**src/design/mrfr_pkg.sv**
```systemverilog
package mrfr_pkg;

    typedef enum logic [1:0] {
        OP_BYTE  = 2'd0,
        OP_TICK  = 2'd1,
        OP_ERROR = 2'd2
    } opcode_t;

    typedef enum logic [1:0] {
        KIND_DATA   = 2'd0,
        KIND_ACCEPT = 2'd1,
        KIND_REJECT = 2'd2
    } kind_t;

    typedef enum logic [1:0] {
        REASON_NONE  = 2'd0,
        REASON_SHORT = 2'd1,
        REASON_ADDR  = 2'd2,
        REASON_CRC   = 2'd3
    } reason_t;

    localparam logic CFG_OWN_ADDR = 1'b0;
    localparam logic CFG_SILENCE  = 1'b1;

    localparam logic [7:0]  MIN_FRAME   = 8'd6;
    localparam logic [15:0] CRC_INIT    = 16'hFFFF;
    localparam logic [15:0] CRC_POLY    = 16'hA001;
    localparam logic [15:0] IDLE_MAX    = 16'hFFFF;

    typedef struct packed {
        opcode_t    opcode;
        logic [7:0] rx_data;
    } item_t;

    typedef struct packed {
        kind_t      result_kind;
        logic [7:0] data_byte;
        logic [7:0] byte_index;
        logic [7:0] frame_length;
        reason_t    reject_reason;
    } result_t;

    // CRC-16/MODBUS, reflected, one byte
    function automatic logic [15:0] crc_fold(input logic [15:0] crc, input logic [7:0] b);
        logic [15:0] c;
        c = crc ^ {8'd0, b};
        for (int i = 0; i < 8; i++) begin
            if (c[0])
            begin
                c = (c >> 1) ^ CRC_POLY;
            end
            else
            begin
                c = c >> 1;
            end
        end
        return c;
    endfunction

endpackage

```
**src/design/mrfr_in_reg.sv**
```systemverilog
module mrfr_in_reg
(
    input  logic                clk,
    input  logic                rst_n,
    input  logic                s_tvalid,
    output logic                s_tready,
    input  mrfr_pkg::item_t     s_item,
    input  logic                out_free,
    output mrfr_pkg::item_t     item,
    output logic                item_valid
);

    logic            valid_reg;
    logic            valid_next;
    mrfr_pkg::item_t item_reg;
    logic            take;

    assign s_tready   = !valid_reg || out_free;
    assign take       = s_tvalid && s_tready;
    // the held word is consumed whenever the result side is free
    assign valid_next = take ? 1'b1 : (out_free ? 1'b0 : valid_reg);

    always_ff @(posedge clk or negedge rst_n)
    begin
        if (!rst_n)
        begin
            valid_reg <= 1'b0;
        end
        else
        begin
            valid_reg <= valid_next;
        end
    end

    always_ff @(posedge clk)
    begin
        if (take)
        begin
            item_reg <= s_item;
        end
    end

    assign item       = item_reg;
    assign item_valid = valid_reg;

endmodule

```
**src/design/mrfr_frame_core.sv**
```systemverilog
module mrfr_frame_core
#(
    parameter int BUF_LEN = 256
)
(
    input  logic                clk,
    input  logic                rst_n,
    input  logic                proc,
    input  mrfr_pkg::item_t     item,
    input  logic [7:0]          own_address,
    input  logic [15:0]         silence_ticks,
    output logic                res_valid,
    output mrfr_pkg::result_t   res
);

    localparam int CNT_W = $clog2(BUF_LEN);

    logic [CNT_W-1:0] byte_count_reg, byte_count_next;
    logic [15:0]      running_crc_reg, running_crc_next;
    logic [15:0]      held_tail_reg, held_tail_next;
    logic [7:0]       first_byte_reg, first_byte_next;
    logic [15:0]      idle_count_reg, idle_count_next;

    logic [8:0]       count_inc;
    logic [15:0]      idle_inc;
    logic [7:0]       count_ext;
    logic             close;
    mrfr_pkg::reason_t reason;

    assign count_ext = 8'(byte_count_reg);
    assign count_inc = 9'(byte_count_reg) + 9'd1;
    assign idle_inc  = (idle_count_reg == mrfr_pkg::IDLE_MAX) ? idle_count_reg
                                                              : idle_count_reg + 16'd1;
    assign close     = (byte_count_reg != '0) && (idle_inc > silence_ticks);

    always_comb
    begin
        priority if (count_ext <= mrfr_pkg::MIN_FRAME)
        begin
            reason = mrfr_pkg::REASON_SHORT;
        end
        else if (first_byte_reg != own_address)
        begin
            reason = mrfr_pkg::REASON_ADDR;
        end
        else if (held_tail_reg != running_crc_reg)
        begin
            reason = mrfr_pkg::REASON_CRC;
        end
        else
        begin
            reason = mrfr_pkg::REASON_NONE;
        end
    end

    always_comb
    begin
        byte_count_next  = byte_count_reg;
        running_crc_next = running_crc_reg;
        held_tail_next   = held_tail_reg;
        first_byte_next  = first_byte_reg;
        idle_count_next  = idle_count_reg;
        res_valid        = 1'b0;
        res              = '0;
        if (proc)
        begin
            unique case (item.opcode)
                mrfr_pkg::OP_BYTE:
                begin
                    if (byte_count_reg == '0)
                    begin
                        first_byte_next = item.rx_data;
                    end
                    if (count_ext >= 8'd2)
                    begin
                        running_crc_next = mrfr_pkg::crc_fold(running_crc_reg,
                                                              held_tail_reg[7:0]);
                    end
                    held_tail_next = {item.rx_data, held_tail_reg[15:8]};
                    // buffer full: restart the frame empty
                    if (count_inc >= 9'(BUF_LEN))
                    begin
                        byte_count_next  = '0;
                        running_crc_next = mrfr_pkg::CRC_INIT;
                        held_tail_next   = '0;
                        first_byte_next  = '0;
                    end
                    else
                    begin
                        byte_count_next = CNT_W'(count_inc);
                    end
                    idle_count_next   = '0;
                    res_valid         = 1'b1;
                    res.result_kind   = mrfr_pkg::KIND_DATA;
                    res.data_byte     = item.rx_data;
                    res.byte_index    = count_ext;
                    res.reject_reason = mrfr_pkg::REASON_NONE;
                end
                mrfr_pkg::OP_TICK:
                begin
                    idle_count_next = idle_inc;
                    if (close)
                    begin
                        byte_count_next   = '0;
                        running_crc_next  = mrfr_pkg::CRC_INIT;
                        held_tail_next    = '0;
                        first_byte_next   = '0;
                        res_valid         = 1'b1;
                        res.result_kind   = (reason == mrfr_pkg::REASON_NONE)
                                            ? mrfr_pkg::KIND_ACCEPT : mrfr_pkg::KIND_REJECT;
                        res.frame_length  = count_ext;
                        res.reject_reason = reason;
                    end
                end
                mrfr_pkg::OP_ERROR:
                begin
                    // drop the open frame, keep the idle count
                    byte_count_next  = '0;
                    running_crc_next = mrfr_pkg::CRC_INIT;
                    held_tail_next   = '0;
                    first_byte_next  = '0;
                end
                default:
                begin
                    byte_count_next = byte_count_reg;
                end
            endcase
        end
    end

    always_ff @(posedge clk or negedge rst_n)
    begin
        if (!rst_n)
        begin
            byte_count_reg  <= '0;
            running_crc_reg <= mrfr_pkg::CRC_INIT;
            held_tail_reg   <= '0;
            first_byte_reg  <= '0;
            idle_count_reg  <= '0;
        end
        else
        begin
            byte_count_reg  <= byte_count_next;
            running_crc_reg <= running_crc_next;
            held_tail_reg   <= held_tail_next;
            first_byte_reg  <= first_byte_next;
            idle_count_reg  <= idle_count_next;
        end
    end

endmodule

```
**src/design/mrfr_out_reg.sv**
```systemverilog
module mrfr_out_reg
(
    input  logic                clk,
    input  logic                rst_n,
    input  logic                load,
    input  mrfr_pkg::result_t   res,
    input  logic                m_tready,
    output logic                m_tvalid,
    output mrfr_pkg::result_t   result,
    output logic                out_free
);

    logic              valid_reg;
    logic              valid_next;
    mrfr_pkg::result_t result_reg;

    assign out_free   = !valid_reg || m_tready;
    assign valid_next = load ? 1'b1 : (m_tready ? 1'b0 : valid_reg);

    always_ff @(posedge clk or negedge rst_n)
    begin
        if (!rst_n)
        begin
            valid_reg <= 1'b0;
        end
        else
        begin
            valid_reg <= valid_next;
        end
    end

    always_ff @(posedge clk)
    begin
        if (load)
        begin
            result_reg <= res;
        end
    end

    assign m_tvalid = valid_reg;
    assign result   = result_reg;

endmodule

```
**src/design/modbus_rtu_frame_receiver_core.sv**
```systemverilog
// Channel   Dir  tdata (low bit up)                                  tuser
// s_*       in   rx_data[7:0]                                        opcode[1:0]
// m_*       out  data_byte, byte_index, frame_length, reject_reason  result_kind[1:0]
// cfg_*     in   index 0 own_address, index 1 silence_ticks          -
//
// One word per cycle unless the output stalls: an input register, a combinational
// update of the frame state (CRC fold included), and a result register.
// The output register stalls on m_tready; s_tready drops only when both the
// input and output registers are held.
// Reset: frame empty, CRC 0xFFFF, idle count 0, own_address 1, silence_ticks 4.
module modbus_rtu_frame_receiver_core
#(
    parameter int BUF_LEN = 256
)
(
    input  logic        clk,
    input  logic        rst_n,
    input  logic        s_tvalid,
    output logic        s_tready,
    input  logic [7:0]  s_tdata,   // rx_data[7:0]
    input  logic [1:0]  s_tuser,   // opcode[1:0]
    output logic        m_tvalid,
    input  logic        m_tready,
    // data_byte[7:0], byte_index[15:8], frame_length[23:16], reject_reason[25:24]
    output logic [31:0] m_tdata,
    output logic [1:0]  m_tuser,   // result_kind[1:0]
    input  logic        cfg_we,
    input  logic        cfg_index,
    input  logic [15:0] cfg_data
);

    logic [7:0]        own_address_reg;
    logic [15:0]       silence_ticks_reg;
    mrfr_pkg::item_t   s_item;
    mrfr_pkg::item_t   item;
    logic              item_valid;
    logic              out_free;
    logic              proc;
    logic              res_valid;
    mrfr_pkg::result_t res;
    mrfr_pkg::result_t result;

    always_ff @(posedge clk or negedge rst_n)
    begin
        if (!rst_n)
        begin
            own_address_reg   <= 8'd1;
            silence_ticks_reg <= 16'd4;
        end
        else if (cfg_we)
        begin
            unique case (cfg_index)
                mrfr_pkg::CFG_OWN_ADDR: own_address_reg   <= cfg_data[7:0];
                mrfr_pkg::CFG_SILENCE:  silence_ticks_reg <= cfg_data;
                default:                own_address_reg   <= own_address_reg;
            endcase
        end
    end

    assign s_item.opcode  = mrfr_pkg::opcode_t'(s_tuser);
    assign s_item.rx_data = s_tdata;

    mrfr_in_reg u_in_reg
    (
        .clk        (clk),
        .rst_n      (rst_n),
        .s_tvalid   (s_tvalid),
        .s_tready   (s_tready),
        .s_item     (s_item),
        .out_free   (out_free),
        .item       (item),
        .item_valid (item_valid)
    );

    assign proc = item_valid && out_free;

    mrfr_frame_core #(.BUF_LEN(BUF_LEN)) u_core
    (
        .clk           (clk),
        .rst_n         (rst_n),
        .proc          (proc),
        .item          (item),
        .own_address   (own_address_reg),
        .silence_ticks (silence_ticks_reg),
        .res_valid     (res_valid),
        .res           (res)
    );

    mrfr_out_reg u_out_reg
    (
        .clk      (clk),
        .rst_n    (rst_n),
        .load     (res_valid),
        .res      (res),
        .m_tready (m_tready),
        .m_tvalid (m_tvalid),
        .result   (result),
        .out_free (out_free)
    );

    assign m_tdata = {6'd0, result.reject_reason, result.frame_length,
                      result.byte_index, result.data_byte};
    assign m_tuser = result.result_kind;

    a_verdict_len: assert property (@(posedge clk) disable iff (!rst_n)
        m_tvalid && (m_tuser != mrfr_pkg::KIND_DATA) |-> (m_tdata[23:16] != 8'd0))
        else $error("verdict with empty frame");

    a_accept_len: assert property (@(posedge clk) disable iff (!rst_n)
        m_tvalid && (m_tuser == mrfr_pkg::KIND_ACCEPT)
        |-> (m_tdata[25:24] == mrfr_pkg::REASON_NONE) && (m_tdata[23:16] > mrfr_pkg::MIN_FRAME))
        else $error("accepted frame too short or with reason");

    a_reject_reason: assert property (@(posedge clk) disable iff (!rst_n)
        m_tvalid |-> ((m_tuser == mrfr_pkg::KIND_REJECT)
                      == (m_tdata[25:24] != mrfr_pkg::REASON_NONE)))
        else $error("reject kind and reason disagree");

    a_no_drop: assert property (@(posedge clk) disable iff (!rst_n)
        res_valid |-> out_free)
        else $error("result produced while output register held");

endmodule
```
**config.mk**
```make
export PLATFORM = sky130hd
export DESIGN_NAME = modbus_rtu_frame_receiver_core
export DESIGN_NICKNAME = d
export VERILOG_FILES = /design/src/design/mrfr_pkg.sv /design/src/design/mrfr_in_reg.sv /design/src/design/mrfr_frame_core.sv /design/src/design/mrfr_out_reg.sv /design/src/design/modbus_rtu_frame_receiver_core.sv
export SDC_FILE = /design/constraint.sdc
export NUM_CORES = 1
export LEC_CHECK = 0
export BUFFER_PORTS_ARGS = -buffer_cell sky130_fd_sc_hd__buf_2
export CAP_MARGIN = 20
export CORE_MARGIN = 2
export CORE_UTILIZATION = 46
export DETAILED_ROUTE_END_ITERATION = 6
export MAX_ROUTING_LAYER = met4
export PLACE_DENSITY = 0.72
export SYNTH_ARGS = -nofsm -noshare
export SYNTH_HDL_FRONTEND = slang
export SYNTH_HIERARCHICAL = 1
export SYNTH_SLANG_ARGS = --single-unit
```
**constraint.sdc**
```tcl
create_clock -name clk -period 5.57 [get_ports clk]
set_clock_uncertainty 0.1 [all_clocks]
set_input_delay 0.8355 -clock clk [delete_from_list [all_inputs] [get_ports clk]]
set_output_delay 0.8355 -clock clk [all_outputs]
set_load 0.01 [all_outputs]
```
[Word level (Yosys, flattened, before mapping)]
Cells that the tools add are included.
Cells by class
  $add $sub $neg: 2
  equality and inequality tests: 8
  bitwise logic cells: 10
  mux-type cells: 55
  $lt $le $gt $ge: 4
  reductions and logical operators: 23
Operators with widths (count)
  16-bit two-way mux: 35
  16-bit one-hot mux with 3 select lines: 2
  8-bit one-hot mux with 3 select lines: 2
  8-bit two-way mux: 4
  16-bit one-hot mux with 2 select lines: 1
  2-bit NOT with 3-bit output: 8
  16-bit by 1-bit adder with 16-bit output, second input constant: 1
  16-bit equality test, second input constant: 1
  16-bit greater-than comparator: 1
  16-bit inequality test: 1
  16-bit by 8-bit XOR with 16-bit output: 1
  8-bit by 1-bit adder with 9-bit output, second input constant: 1
  9-bit >= comparator, second input constant: 1
  8-bit by 2-bit >= comparator with 1-bit output, second input constant: 1
  8-bit by 3-bit less-or-equal comparator with 1-bit output, second input constant: 1
  8-bit logical NOT: 1
  2-bit two-way mux: 4
  8-bit inequality test: 1
  2-bit AND reduction: 4
  4-bit AND reduction: 2
  8-bit nonzero test: 1
  1-bit two-way mux: 6
  3-bit by 1-bit inequality test with 1-bit output, second input constant: 2
  3-bit AND reduction: 2
  11 further kinds: 18
Word-level totals
  register bits: 128
  bits of input ports: 32
  logic and storage cells: 118
  output and inout port bits: 36

[Logic depth before layout (Yosys ltp)]
  word-level depth: 41
  mapped depth: 16
  mapped depth without buffers: 14

[By module]
Netlist, hierarchy kept.
Modules (own cells, without submodules)
  mrfr_frame_core: instances 1, cells each 474, seq. area each 1621.6 µm², area an instance 4312.9 µm²
  modbus_rtu_frame_receiver_core: instances 1, cells each 60, seq. area each 603.1 µm², area an instance 1044.8 µm²
  mrfr_out_reg: instances 1, cells each 31, seq. area each 865.8 µm², area an instance 888.4 µm²
  mrfr_in_reg: instances 1, cells each 14, seq. area each 325.3 µm², area an instance 354.1 µm²

[Least setup slack after synthesis]
OpenSTA, ideal clock, no wires.
  kind: reg2reg
  start point: register u_core.idle_count_reg[7]
  end point: register u_out_reg.result_reg (netlist bit u_out_reg/result[0]), enable pin
  slack: 1216 ps
  arrival time: 3870 ps
  setup time: 384 ps
  required time: 5086 ps
  period minus slack after synthesis: 4354 ps
  stages on the path, launching flop included: 15
  path buffers: 1
  cells stage by stage: dfrtp_1 and4_1 nand3_1 nor3_1 nor2_1 and3_1 xor2_1 ha_1 nand4_1 or4_1 a21o_1 nand2_1 o31a_1 clkbuf_1 a21o_1
On the way
  word-level cells in the longest chain between the ends: 7
  elaborated cells between the ends (all ways): 8
  classes of those cells: 1 x add/sub; 1 x order compare; 1 x eq/ne; 4 x mux; 1 x reduce/logical
Ends and longest elaborated chain
  from (decl): line mrfr_frame_core.sv:22  | logic [15:0] idle_count_reg, idle_count_next;
  from (signal assigned): line mrfr_frame_core.sv:147  | idle_count_reg <= idle_count_next;
  16-bit by 1-bit adder with 16-bit output or 16-bit equality test (tied branches): line mrfr_frame_core.sv:33, mrfr_frame_core.sv:32
  16-bit two-way mux *: line mrfr_frame_core.sv:32  | assign idle_inc = (idle_count_reg == mrfr_pkg::IDLE_MAX) ? idle_count_reg
  16-bit greater-than comparator *: line mrfr_frame_core.sv:34  | assign close = (byte_count_reg != '0) && (idle_inc > silence_ticks);
  1-bit logical AND *: line mrfr_frame_core.sv:34
  1-bit two-way mux *: line mrfr_frame_core.sv:102  | if (close)
  1-bit one-hot mux with 2 select lines *: line mrfr_frame_core.sv:67  | unique case (item.opcode)
  1-bit two-way mux *: line mrfr_frame_core.sv:65  | if (proc)
  via res_valid: line modbus_rtu_frame_receiver_core.sv:39  | logic res_valid;
  to (signal assigned): line mrfr_out_reg.sv:36  | result_reg <= res;
  to (decl): line mrfr_out_reg.sv:15  | mrfr_pkg::result_t result_reg;
The timed path passes the listed nets; every way through them passes the cells marked *.
A chain may end at the register's enable or synchronous reset.

[Worst setup path after layout]
  start point: register u_core.idle_count_reg[0]
  end point: register u_out_reg.result_reg (netlist bit u_out_reg/result[5]), enable pin
Same word-level chain as after synthesis.

==> summary.txt <==
Global route
  • Via count of the first global-routing pass: approximately 4500
  • Global route total overflow: 0
  • GRT Total Usage: just under 20%
  • Initial antenna violation count: 0
  • Maximum number of pins on one net before global-route repair: 65
  • First-pass GRT wire length: 22000 um

Clock tree
  • Clock Path Buffers: 2
  • Gates resized, CTS repair: 0
  • Hold Buf Count CTS: 0
  • Clock tree from TritonCTS: done
  • Cell at the root of the clock tree: clkbuf_16
  • Clock transition at the registers of the reported paths: 0.05 ns
  • Worst skew pair latency: approximately 0.42 ns
  • H-tree level count: 4
  • Buffer count from post-CTS setup fixing: 0
  • CTS buffer count: 17
  • Number of clock sinks: 128

Pwr
  • Power per cell area: 430 nW/um^2
  • Leakage power summed over all cells: ~3.5 nW
  • Clock power share: 34.5%
  • Net load switching power: ~0.00095 W
  • Sequential group share of total power: about two fifths
  • Net switching fraction of the power: ~29%
  • Cell internal pwr: 0.00232 W
  • Maximum ir drop on the vdd rail: around 0.32 mV
  • Combinational cell fraction of total power: around a quarter

Synthesis
  • Register bit count reported by yosys: between 100 and 150
  • Yosys cell types: 55
  • Number of synthesized flops with an enable pin: 38
  • Gate count after technology mapping: 579
  • Yosys synthesis warning count: 6
  • Avg Cell Area, Syn: between 10 and 15 um^2
  • Share of synthesized area occupied by flip-flops and latches: 51.8%
  • Netlist area before placement: 6600 um^2
  • Dominant register cell in the synthesized netlist: dfrtp_1
  • Async set-reset flop share out of synthesis: 70.3%

Job
  • Max-capacitance violation count: 0

Die
  • Initial Util: 47.4%
  • Number of placed I/O pins: between 60 and 70
  • DIE HEIGHT: about 120 um
  • Chip Width: 124 um
  • Area of the core: between 10000 and 15000 um^2
  • Die area: 15300 um^2
  • Number of cell rows: 43

Place
  • DP Worst Slack: 0.768 ns
  • Final GP Congestion: 0.884
  • Number of port buffers: 61
  • Post-DP HPWL: between 9000 and 10000 um

STA
  • Final clock period utilization by the worst path: 87.5%
  • F_max: 205 MHz
  • Worst path setup slack after routing: 0.696 ns
  • Total negative slack: 0 ns
  • Unrepaired setup endpoints after global routing: no
  • Hold Vio Cnt, Final: 0
  • Max-slew headroom at the worst pin: roughly a third
  • Slew at the pin with the worst max-slew slack: 1.01 ns
  • Count of final max-slew check failures: 0
  • Final setup violation count: 0
  • Minimum period implied by the final worst setup slack: 4.87 ns

Outcome
  • Status: finished clean

Worst setup path
  • Worst Setup Start Kind: flip-flop
  • Crit Path Class: reg -> reg
  • Arrival time worst endpoint: 4.87 ns
  • Top fanout value on the critical path: 19
  • Data required time at the worst endpoint: about 5.6 ns
  • Critical path endpoint category: flip-flop

Detailed routing
  • DRC violation count after routing: 0
  • Via density per instance: 5.33
  • Number of nets with antenna violations after detailed routing: 0
  • Total routed wirelength: between 10000 and 15000 um
  • Via total after detailed routing: 4433
  • Pre-antenna DRT Iters: 5
  • Initial DRC Count: 422
  • Wire length per cell after detailed routing: approximately 16 um

Layout
  • Nets: 696
  • Layout fillers: 1151
  • Leading cell type in the layout, fill and taps excluded: dfrtp_1
  • Flip-flop count of the largest register, all copies and words added: 28
  • Share of final-layout standard cells stronger than drive strength 1: 25.3%
  • FF/Latch Area: 3420 um^2
  • Total area of multi-input combinational cells: 2940 um^2
  • Antenna cells: 0
  • Commonest cells after routing, fill and taps aside: dfrtp_1 (72), nand2_1 (71), buf_2 (60)
  • Layout overhead on the synthesized area: 15.4%

Worst hold path
  • HP Class: in -> async
## power groups by stage
| stage | clock network, W | logic, W | registers, W |
|---|---|---|---|
| global route | 0.00119 | 0.000948 | 0.00132 |
| global placement | 0 | 0.000822 | 0.00130 |
| floorplan | 0 | 0.000699 | 0.00127 |
| CTS | 0.00115 | 0.000854 | 0.00129 |
| finish | 0.00113 | 0.000849 | 0.00129 |
| detailed placement | 0 | 0.000846 | 0.00131 |
## area by class of cell
cell class,instances,area share (%)
sequential,128,44.8
inverter,22,1.08
multi-input combinational,403,38.6
timing repair buffer,66,4.53
clock inverter,9,1.72
tap,180,2.96
clock buffer,23,6.27
## Yosys cell counts (17+ instances only)
library cell / number / area (um^2)
dfrtp_1: 72 / 1800
nand2_1: 71 / 267
o21ai_0: 46 / 230
edfxtp_1: 38 / 1140
mux2_4: 28 / 420
ha_1: 26 / 325
xnor2_1: 25 / 219
xor2_1: 23 / 201
inv_1: 22 / 82.6
and3_1: 20 / 125
dfstp_2: 18 / 473
nor2_1: 17 / 63.8
## per-stage QoR
stage	utilization, %	cell area [um^2]	hold WS [ns]	total power, W	instances
2_1_floorplan	-	6620	0.369	0.00197	584
4_1_cts	54.6	7610	0.236	0.00330	830
5_1_grt	54.7	7620	0.248	0.00346	831
6_report	54.7	7620	0.234	0.00327	831
3_5_place_dp	50.2	7000	0.396	0.00215	798
3_3_place_gp	50.2	7000	0.385	0.00212	798
## per-layer routing
| layer | wire length [um] | global-route usage (%) |
|---|---|---|
| met5 | 0 | - |
| met4 | 254 | 7.24 |
| met3 | 665 | 5.54 |
| met2 | 6570 | 31.0 |
| met1 | 6020 | 24.0 |
## final timing paths
| check | startpoint | endpoint | slack (ns) | cells past startpoint |
|---|---|---|---|---|
| setup / recovery | u_core/idle_count_reg[0] | u_out_reg/result[5] | 0.70 | 14 |
| hold / removal | rst_n | u_core/idle_count_reg[15] | 0.23 | 1 |
| setup reg to reg | u_core/idle_count_reg[0] | u_out_reg/result[5] | 0.70 | 14 |
| hold reg to reg | u_core/held_tail_reg[4] | u_core/held_tail_reg[4] | 0.41 | 2 |
| max in group asynchronous | rst_n | u_core/held_tail_reg[15] | 4.04 | 2 |
| min in group clk | u_core/held_tail_reg[4] | u_core/held_tail_reg[4] | 0.41 | 2 |
## logic make-up (layout without fill, tap and decap cells)
kind of cell               after synthesis  count (layout)  share of synthesized area (%)
adders and majority gates               26              26                           4.93
buffers and inverters                   53             120                           4.08
other                                    1               6                         0.0568
xor gates and xnor gates                48              48                           6.37
muxes                                   41              41                           8.59
DFF                                    128             128                           51.8
and+or+nand+nor                        184             184                           14.8
AOI/OAI and AO/OA                       98              98                           9.44
## critical path, cell delays in order, from the launching register on
cell     delay (ns)
dfrtp_1        0.44
ha_1           0.23
nand3_1        0.20
nor3_1         0.53
nor2_1         0.25
and3_1         0.28
xor2_1         0.15
ha_1           0.30
nand4_1        0.13
or4_1          0.59
a21o_1         0.21
nand2_1        0.07
o31a_1         0.32
a21o_1         0.39
buf_4          0.34
Power figures use the tool's default switching activity.
